## config.mk

```make
export PLATFORM = sky130hd
export DESIGN_NAME = rbm_ctrl
export DESIGN_NICKNAME = d
export VERILOG_FILES = /design/src/design/rbm_pkg.sv /design/src/design/rbm_ctrl.sv
export SDC_FILE = /design/constraint.sdc
export NUM_CORES = 1
export LEC_CHECK = 0
export BUFFER_PORTS_ARGS = -buffer_cell sky130_fd_sc_hd__buf_2
export CORE_AREA = 2 2 45 47
export CTS_BUF_LIST = sky130_fd_sc_hd__clkbuf_4 sky130_fd_sc_hd__clkbuf_8
export CTS_CLUSTER_SIZE = 10
export DETAILED_ROUTE_END_ITERATION = 12
export DIE_AREA = 0 0 47 49
export GPL_TIMING_DRIVEN = 0
export PLACE_DENSITY = 0.76
export SYNTH_ARGS = -nofsm -noshare
export SYNTH_HDL_FRONTEND = slang
export SYNTH_SLANG_ARGS = --single-unit
```

## constraint.sdc

```tcl
create_clock -name clk -period 1.5 [get_ports clk]
set_input_delay 0.225 -clock clk [delete_from_list [all_inputs] [get_ports clk]]
set_output_delay 0.225 -clock clk [all_outputs]
set_load 0.02 [all_outputs]
```

## src/design/rbm_pkg.sv

```systemverilog
package rbm_pkg;

    // RAM sizes in bytes; each must be a power of two.
    localparam int SYSTEM_RAM_BYTES = 8192;
    localparam int CART_RAM_BYTES   = 8192;

    localparam int SYS_AW  = $clog2(SYSTEM_RAM_BYTES);
    localparam int CART_AW = $clog2(CART_RAM_BYTES);

    // Bits of the CPU address that index each RAM (window is 8 KiB).
    localparam int SYS_IDX_BITS  = (SYS_AW < 13) ? SYS_AW : 13;
    localparam int CART_IDX_BITS = (CART_AW < 13) ? CART_AW : 13;

    localparam int CLR_DEPTH = (SYSTEM_RAM_BYTES > CART_RAM_BYTES) ?
                               SYSTEM_RAM_BYTES : CART_RAM_BYTES;
    localparam int CLR_AW    = $clog2(CLR_DEPTH);

    localparam logic [4:0] ROM_LOG2_MIN   = 5'd13;
    localparam logic [4:0] ROM_LOG2_MAX   = 5'd22;
    localparam logic [4:0] ROM_LOG2_RESET = 5'd15;

    localparam int CART_CTRL_ENABLE_BIT = 3;

    typedef enum logic [1:0] {
        SRC_NONE = 2'd0,
        SRC_ROM  = 2'd1,
        SRC_CART = 2'd2,
        SRC_SYS  = 2'd3
    } rbm_src_t;

    typedef enum logic {
        FUNC_READ  = 1'b0,
        FUNC_WRITE = 1'b1
    } rbm_func_t;

    typedef struct packed {
        logic              clear;     // clearing pass active
        logic [CLR_AW-1:0] clr_addr;  // entry being cleared
        logic              take;      // request accepted this cycle
        logic              load;      // load the output register
    } rbm_cmd_t;

endpackage

```

## src/design/rbm_ctrl.sv

```systemverilog
module rbm_ctrl
    import rbm_pkg::*;
(
    input  logic     clk,
    input  logic     rst_n,
    input  logic     in_valid,
    output logic     in_ready,
    output logic     out_valid,
    input  logic     out_ready,
    output rbm_cmd_t cmd
);

    typedef enum logic [2:0] {
        ST_CLEAR  = 3'b001,
        ST_IDLE   = 3'b010,
        ST_ACCESS = 3'b100
    } state_t;

    state_t            state_reg, state_next;
    logic [CLR_AW-1:0] clr_cnt_reg, clr_cnt_next;
    logic              out_valid_reg, out_valid_next;
    logic              take;

    assign in_ready = (state_reg == ST_IDLE) && (!out_valid_reg || out_ready);
    assign take     = in_valid && in_ready;

    always_comb
    begin
        state_next     = state_reg;
        clr_cnt_next   = clr_cnt_reg;
        out_valid_next = out_valid_reg;
        if (out_valid_reg && out_ready)
        begin
            out_valid_next = 1'b0;
        end
        case (state_reg)
            ST_CLEAR:
            begin
                clr_cnt_next = clr_cnt_reg + 1'b1;
                if (clr_cnt_reg == CLR_AW'(CLR_DEPTH - 1))
                begin
                    state_next = ST_IDLE;
                end
            end
            ST_IDLE:
            begin
                if (take)
                begin
                    state_next = ST_ACCESS;
                end
            end
            ST_ACCESS:
            begin
                // RAM read data is valid now; output register is free
                out_valid_next = 1'b1;
                state_next     = ST_IDLE;
            end
            default:
            begin
                state_next = ST_IDLE;
            end
        endcase
    end

    always_ff @(posedge clk or negedge rst_n)
    begin
        if (!rst_n)
        begin
            state_reg     <= ST_CLEAR;
            clr_cnt_reg   <= '0;
            out_valid_reg <= 1'b0;
        end
        else
        begin
            state_reg     <= state_next;
            clr_cnt_reg   <= clr_cnt_next;
            out_valid_reg <= out_valid_next;
        end
    end

    assign out_valid    = out_valid_reg;
    assign cmd.clear    = (state_reg == ST_CLEAR);
    assign cmd.clr_addr = clr_cnt_reg;
    assign cmd.take     = take;
    assign cmd.load     = (state_reg == ST_ACCESS);

endmodule

```

==> impl_results.md, run 1 <==
- Pwr per Cell Area: about 740 nW/µm²
- Die X: approximately 47 µm
- Slowest CP cell: dfstp_2
- Startpoint Class: flip-flop
- Synth top area cells: dfrtp_1 49%, xor2_1 8.6%, xnor2_1 4.3%
- Top cell type's share of synthesized area: 49.3%
- Final setup vio count: 7
- Root buffer cell: clkbuf_4
- CTS clk-pin slew, worst paths: approximately 0.10 ns
- CP delay by family, top: flip-flops
- Via density: ~4.8
- CP bufs+invs: 2
- # Max-Cap Violations: 0
- Post-DP Area: roughly 990 µm²
- Number of synthesized flops with an enable pin: 0
- Worst setup EP type: output port
- Distinct cells, synth: 28
- Fillers: around 150
- CTS Buf Count: 3
- Achievable Freq: between 0.6 and 0.7 GHz
- Initial antenna violation count: 0
- Boundary pin count: 22
- H-tree levels: 1
- Leakage power: 0.700 nW
- Layout overhead on the synthesized area: 49.5%
- Hold slack: 0.104 ns
- Crit. Startpoint: state_reg[0]
- Final HPWL DP: between 1 and 1.5 mm
- Hold Path Cell Cnt: 2
- Num rows: 16
- TritonCTS clock tree: yes
- Cell Chain, Critical Path: or3b_4, clkinv_8, buf_8
- Worst-Margin Slew: around 0.37 ns
- Final Hold Viols: 0
- Clock Sinks: 17
- Max reg flops: 13
- Maximum vdd drop: roughly 0.41 mV
- Synth Warn #: 0
- Vias in the first global route: about 610
- Antenna cells: 0
- # placed instances: between 100 and 150
- Die ar.: about 2300 µm²
- Detailed router's first-iteration violation count: 6
- Final WS setup: -0.146 ns
- Vias: between 600 and 700
- Core area: between 1500 and 2000 µm²
- Worst path max stage delay: between 0.5 and 0.6 ns
- Stages on worst setup path: 3
- Initial Utilization: around 44%
- Clk_lat worst skew: roughly 0.30 ns
- GRT overflow: 0
- Synth Cell Area: roughly 810 µm²
- CP Max Fanout: 2
- Violated checks: setup timing
- Synthesized instance count: 70
- DRC viols: 0
- Clk buf depth: 2
- GRT Util Overall: between 15 and 20%
- Final net count: about 110
- Final core utilization: between 60% and 70%
- Syn nets: 75
- Sequential share of the synthesized area: about 53%
- Pre-antenna DRT Iters: 3
- I/O Buffers: 21
- Required time of the worst setup path: between 1 and 1.5 ns
- Hold Crit Class: input port to flip-flop
- Min Tclk post-route: 1.65 ns
- Area of the multi-input gates: about 460 µm²
- Largest net degree at the start of global routing: 18
- Syn avg cell area: 11.6 µm²
- Status: complete, but fails checks
- Synth cell count leaders: 16 x dfrtp_1, 8 x xor2_1, 7 x nand2_1
- RD Place Congestion: 0.735
- RSZ-0062 raised after global routing: true
- Antenna Nets Post-Route: 0
- Slew Limit Fails: 0
- Layout Skew: ~0.0028 ns
- Design area: approximately 1200 µm²
- R2r worst-path depth: 5
- Ys async rst share: 100%
- Flops & latches, synth: 17
- Crit path kind: flip-flop to output port
- Final Non-Filler Cells: 130
- Layout cell share with drive strength beyond 1: 55.3%
- HP Start: in_valid
- Top cell type by total area after synthesis: dfrtp_1
- Final worst-path cycle share: 110%
- Global-route wire length before repair: between 2 and 3 mm
- Final wirelength: about 1.7 mm
- Setup_tns: -0.490 ns
- Count leader, synth: dfrtp_1
- Worst slew margin: roughly 76%
- Top_reg_cell synth: dfrtp_1
- Total power: around 0.89 mW
- WL per Instance: approximately 13 µm
- Worst r2r src: state_reg[0]
- DP Worst Slack: -0.0373 ns
- Sequential Area: around 430 µm²
- Die Y: roughly 50 µm
- WP data arrival: between 1 and 1.5 ns
## area by class of cell
cell class,instances,share of cell area (%)
plain buffers,2,1.55
clock buffers,4,2.47
inverters,2,1.65
multi-input cells,47,38.0
flip-flops and latches,17,35.4
well taps,27,2.78
repair buffers,31,18.1
## cells in the final DEF (no fill, tap or decap), types with 2 or more instances in the layout
master,instances
nand3_1,3
nand2_1,6
buf_6,7
dfrtp_1,14
nor2_1,2
xor2_1,8
nor4_4,5
buf_4,6
xnor2_1,4
clkbuf_4,4
nor3_1,2
dfrtp_2,2
nand4_1,2
buf_2,18
## routing by layer
| layer | vias up | GRT usage (%) | wire, µm |
|---|---|---|---|
| met5 | - | 0 | 0 |
| met4 | 0 | 9.26 | 38 |
| met3 | 5 | 3.70 | 67 |
| met2 | 17 | 23.5 | 883 |
| met1 | 295 | 22.1 | 724 |
| li1 | 307 | - | - |
## final timing paths
kind / end / slack, ns
max: cmd[15] / -0.15
min: state_reg[1] / 0.10
max reg2reg: clr_cnt_reg[0] / -0.05
min reg2reg: clr_cnt_reg[11] / 0.49
max in group asynchronous: state_reg[0] / 0.82
min in group asynchronous: clr_cnt_reg[5] / 0.37
## cells by family after synthesis
kind of cell / synth area share (%)
adders and majority gates: 1.54
buffers and inverters: 4.93
AOI/OAI and AO/OA: 1.08
DFF: 52.5
and+or+nand+nor: 27.0
xor gates and xnor gates: 12.9
## timing repair
action                                  CTS  global route
endpoints found under the setup margin    6            13
cloned                                    0             0
hold buffers                              1             0
pin swaps                                 3            13
hold endpoints to repair                 16             0
resized for setup                        14            15
setup buffers                             5             6
## where the power goes
part | internal, mW | switching (mW) | total [mW]
combinational | 0.0830 | 0.0577 | 0.141
clock | 0.122 | 0.147 | 0.269
sequential | 0.471 | 0.0132 | 0.484
total | 0.676 | 0.218 | 0.894
## worst reg2reg max path, cell delays in order (launching register included)
cell     delay, ns
dfstp_2       0.53
or3b_4        0.42
buf_6         0.14
buf_6         0.12
buf_6         0.12
xnor2_1       0.11
Note: power is estimated with default switching activity, not from simulation.
==> inputs of run 2 (changes only) <==
ABC_AREA = 1   (was default)
CORE_AREA = 2 2 46 48   (was 2 2 45 47)
DIE_AREA = 0 0 48 50   (was 0 0 47 49)
PLACE_DENSITY = 0.77   (was 0.76)
==> run 2 against run 1 <==
Effect of this change: the flow still finishes with violations (setup timing); via count increased by 21%; core utilization decreased by 6.8 points; cell count increased by 27%; cell area decreased by 7.3%; synthesized area increased by 8.0%; critical path type unchanged; largest cell class is now flip-flops and latches.
==> impl_results.md, run 2 <==
- Core area: around 1900 µm²
- Initial Utilization: between 40% and 50%
- # Max-Cap Violations: 0
- Most common cell after layout, fill and taps aside: nand2_1
- Final setup vio count: 1
- Sequential share of power: 44.0%
- Number of synthesized flops with an enable pin: 0
- Startpoint Class: flip-flop
- Final core utilization: 59.1%
- Largest net degree at the start of global routing: 18
- Worst-Margin Slew: approximately 0.38 ns
- Vias: 754
- Global-route wire length before repair: between 2 and 3 mm
- Hold Path Cell Cnt: 3
- Cell Int Power: around 0.8 mW
- # placed instances: 157
- Antenna cells: 0
- Antenna Nets Post-Route: 0
- TritonCTS clock tree: yes
- Layout overhead on the synthesized area: 28.2%
- Reg2reg end: clr_cnt_reg[7]
- Synth cell count leaders: 28 x nand2_1, 16 x dfrtp_1, 14 x nor2_1
- Final wirelength: roughly 1.6 mm
- CP Max Fanout: 3
- Status: complete, but fails checks
- Syn avg cell area: 8.05 µm²
- Num rows: 16
- Pwr per Cell Area: roughly 1000 nW/µm²
- Slowest CP cell: dfrtp_1
- Final net count: around 140
- Synth Warn #: 0
- Count leader, synth: nand2_1
- P_sw: 0.372 mW
- H-tree levels: 1
- Worst path max stage delay: 0.42 ns
- Worst slew margin: between 70% and 80%
- Final worst-path cycle share: 103%
- CP endpoint: in_ready
- Synth top area cells: dfrtp_1 46%, nand2_1 12%, nor2_1 6.0%
- Detailed router's first-iteration violation count: 13
- Final WS setup: -0.0397 ns
- DRC viols: 0
- I/O Buffers: 21
- Min Tclk post-route: about 1.5 ns
- Layout Skew: between 0.0015 and 0.002 ns
- Final Non-Filler Cells: between 150 and 200
- Final Hold Viols: 0
- GRT Util Overall: between 15 and 20%
- Pre-antenna DRT Iters: 4
- Clock power frac: between 20 and 25%
- Die Y: 50 µm
- Crit. Startpoint: state_reg[2]
- R2r worst-path depth: 6
- Distinct cells, synth: 22
- Cell Chain, Critical Path: nor3_4, inv_2, buf_6, nor2_4, buf_6
- RSZ-0062 raised after global routing: true
- Die ar.: around 2400 µm²
- Switching Share: between 30% and 40%
- Flops & latches, synth: 17
- Top cell type by total area after synthesis: dfrtp_1
- CTS Buf Count: 3
- Combinational Power Share: 34.2%
- Crit path kind: flip-flop to output port
- R2r setup slk: between 0.1 and 0.15 ns
- Top_reg_cell synth: dfrtp_1
- Max reg flops: 13
- Ys async rst share: 100%
- Maximum vdd drop: 0.772 mV
- GRT overflow: 0
- WL per Instance: between 9 and 10 µm
- Synthesized instance count: 109
- Most common cell on crit path: buf_6
- Synth Cell Area: between 800 and 900 µm²
- Worst r2r src: state_reg[0]
- Commonest cells after routing, fill and taps aside: 28 x nand2_1, 18 x buf_2, 16 x dfrtp_1, 12 x inv_1, 12 x nor2_1
- Clock Sinks: 17
- Slew Limit Fails: 0
- Violated checks: setup timing
- Vias in the first global route: 691
- Top cell type's share of synthesized area: about 46%
- Syn nets: approximately 110
- Final HPWL DP: 1.16 mm
- Leakage power: ~0.60 nW
- RD Place Congestion: around 0.76
- Clk buf depth: 2
- Die X: about 48 µm
- Layout cell share with drive strength beyond 1: 34.8%
- Required time of the worst setup path: approximately 1.3 ns
- Clk_lat worst skew: about 0.28 ns
- Achievable Freq: 0.649 GHz
- Worst setup EP type: output port
- Via density: between 4 and 5
- Hold Crit Class: input port to flip-flop
- Sequential share of the synthesized area: between 40% and 50%
- Initial antenna violation count: 0
- WP data arrival: ~1.3 ns
- Root buffer cell: clkbuf_4
- CTS clk-pin slew, worst paths: 0.09 ns
- Boundary pin count: 22
run 2: cell types whose count changed in the layout (fill, tap and decap cells not counted), moves of 5 or more:
cell	previous run	this run
buf_6	7	2
inv_1	1	12
nand2_1	6	28
nor2_1	2	12
nor4_4	5	0
xor2_1	8	3
run 2: worst min path at each step:
stage | startpoint | endpoint | slack, ns
after floorplan | rst_n | clr_cnt_reg[0] | -0.07
after global placement | rst_n | out_valid | 0.17
after detailed placement | rst_n | state_reg[1] | 0.17
after CTS | in_valid | state_reg[2] | 0.20
after global routing | in_valid | state_reg[2] | 0.22
final | in_valid | state_reg[2] | 0.21
run 2: layout make-up:
cell class / instances / area [µm²]
plain buffers: 1 / 7.51
inverters: 17 / 63.8
repair buffers: 26 / 160
multi-input cells: 73 / 403
fillers: 171 / 777
flip-flops and latches: 17 / 427
clock buffers: 4 / 30.0
well taps: 27 / 33.8
run 2: repair_timing:
action / 4_1_cts / 5_1_grt
endpoints found under the hold margin: 16 / 0
gates resized for setup: 7 / 6
buffers inserted: 4 / 0
pin swaps: 3 / 2
hold buffers: 1 / 0
endpoints found under the setup margin: 3 / 3
run 2: logic make-up after synthesis:
kind of cell / Yosys count / share of synthesized area (%)
AND/OR/NAND/NOR: 61 / 32.5
buffers and inverters: 19 / 8.99
flip-flops: 17 / 48.6
AO/OA/AOI/OAI: 6 / 3.42
XOR/XNOR: 5 / 4.99
adder cells (fa/ha/maj): 1 / 1.43
run 2: worst max-delay path: cells and delay by family, from the launching register on:
family | cells | cell delay (ns)
flip-flops | 1 | 0.42
buffers and inverters | 3 | 0.32
AND/OR/NAND/NOR | 2 | 0.29
run 2: power by group through the flow:
stage	Sequential (mW)	Clock [mW]	Combinational, mW
after floorplan	0.530	0	0.168
after global placement	0.516	0	0.242
after detailed placement	0.519	0	0.253
after CTS	0.511	0.267	0.369
after global routing	0.522	0.290	0.436
final	0.517	0.256	0.402
run 2: layer usage:
metal	share of wire, %	vias to the layer above	wire length [µm]	track usage (%)
met5	0	-	0	0
met4	0.76	0	12	6.76
met3	2.6	2	41	3.30
met2	46	10	716	23.8
met1	51	349	802	20.5
li1	-	393	-	-
run 2: stage by stage:
step                      worst slack (ns)  area, µm²  hold slack (ns)  setup TNS [ns]  power [mW]
after floorplan                      0.153        877          -0.0706               0       0.698
after global placement               0.185       1020            0.165               0       0.757
after detailed placement             0.136       1020            0.170               0       0.772
after CTS                          -0.0757       1100            0.199          -0.148        1.15
after global routing                -0.108       1120            0.221          -0.192        1.25
final                              -0.0397       1120            0.210         -0.0397        1.18
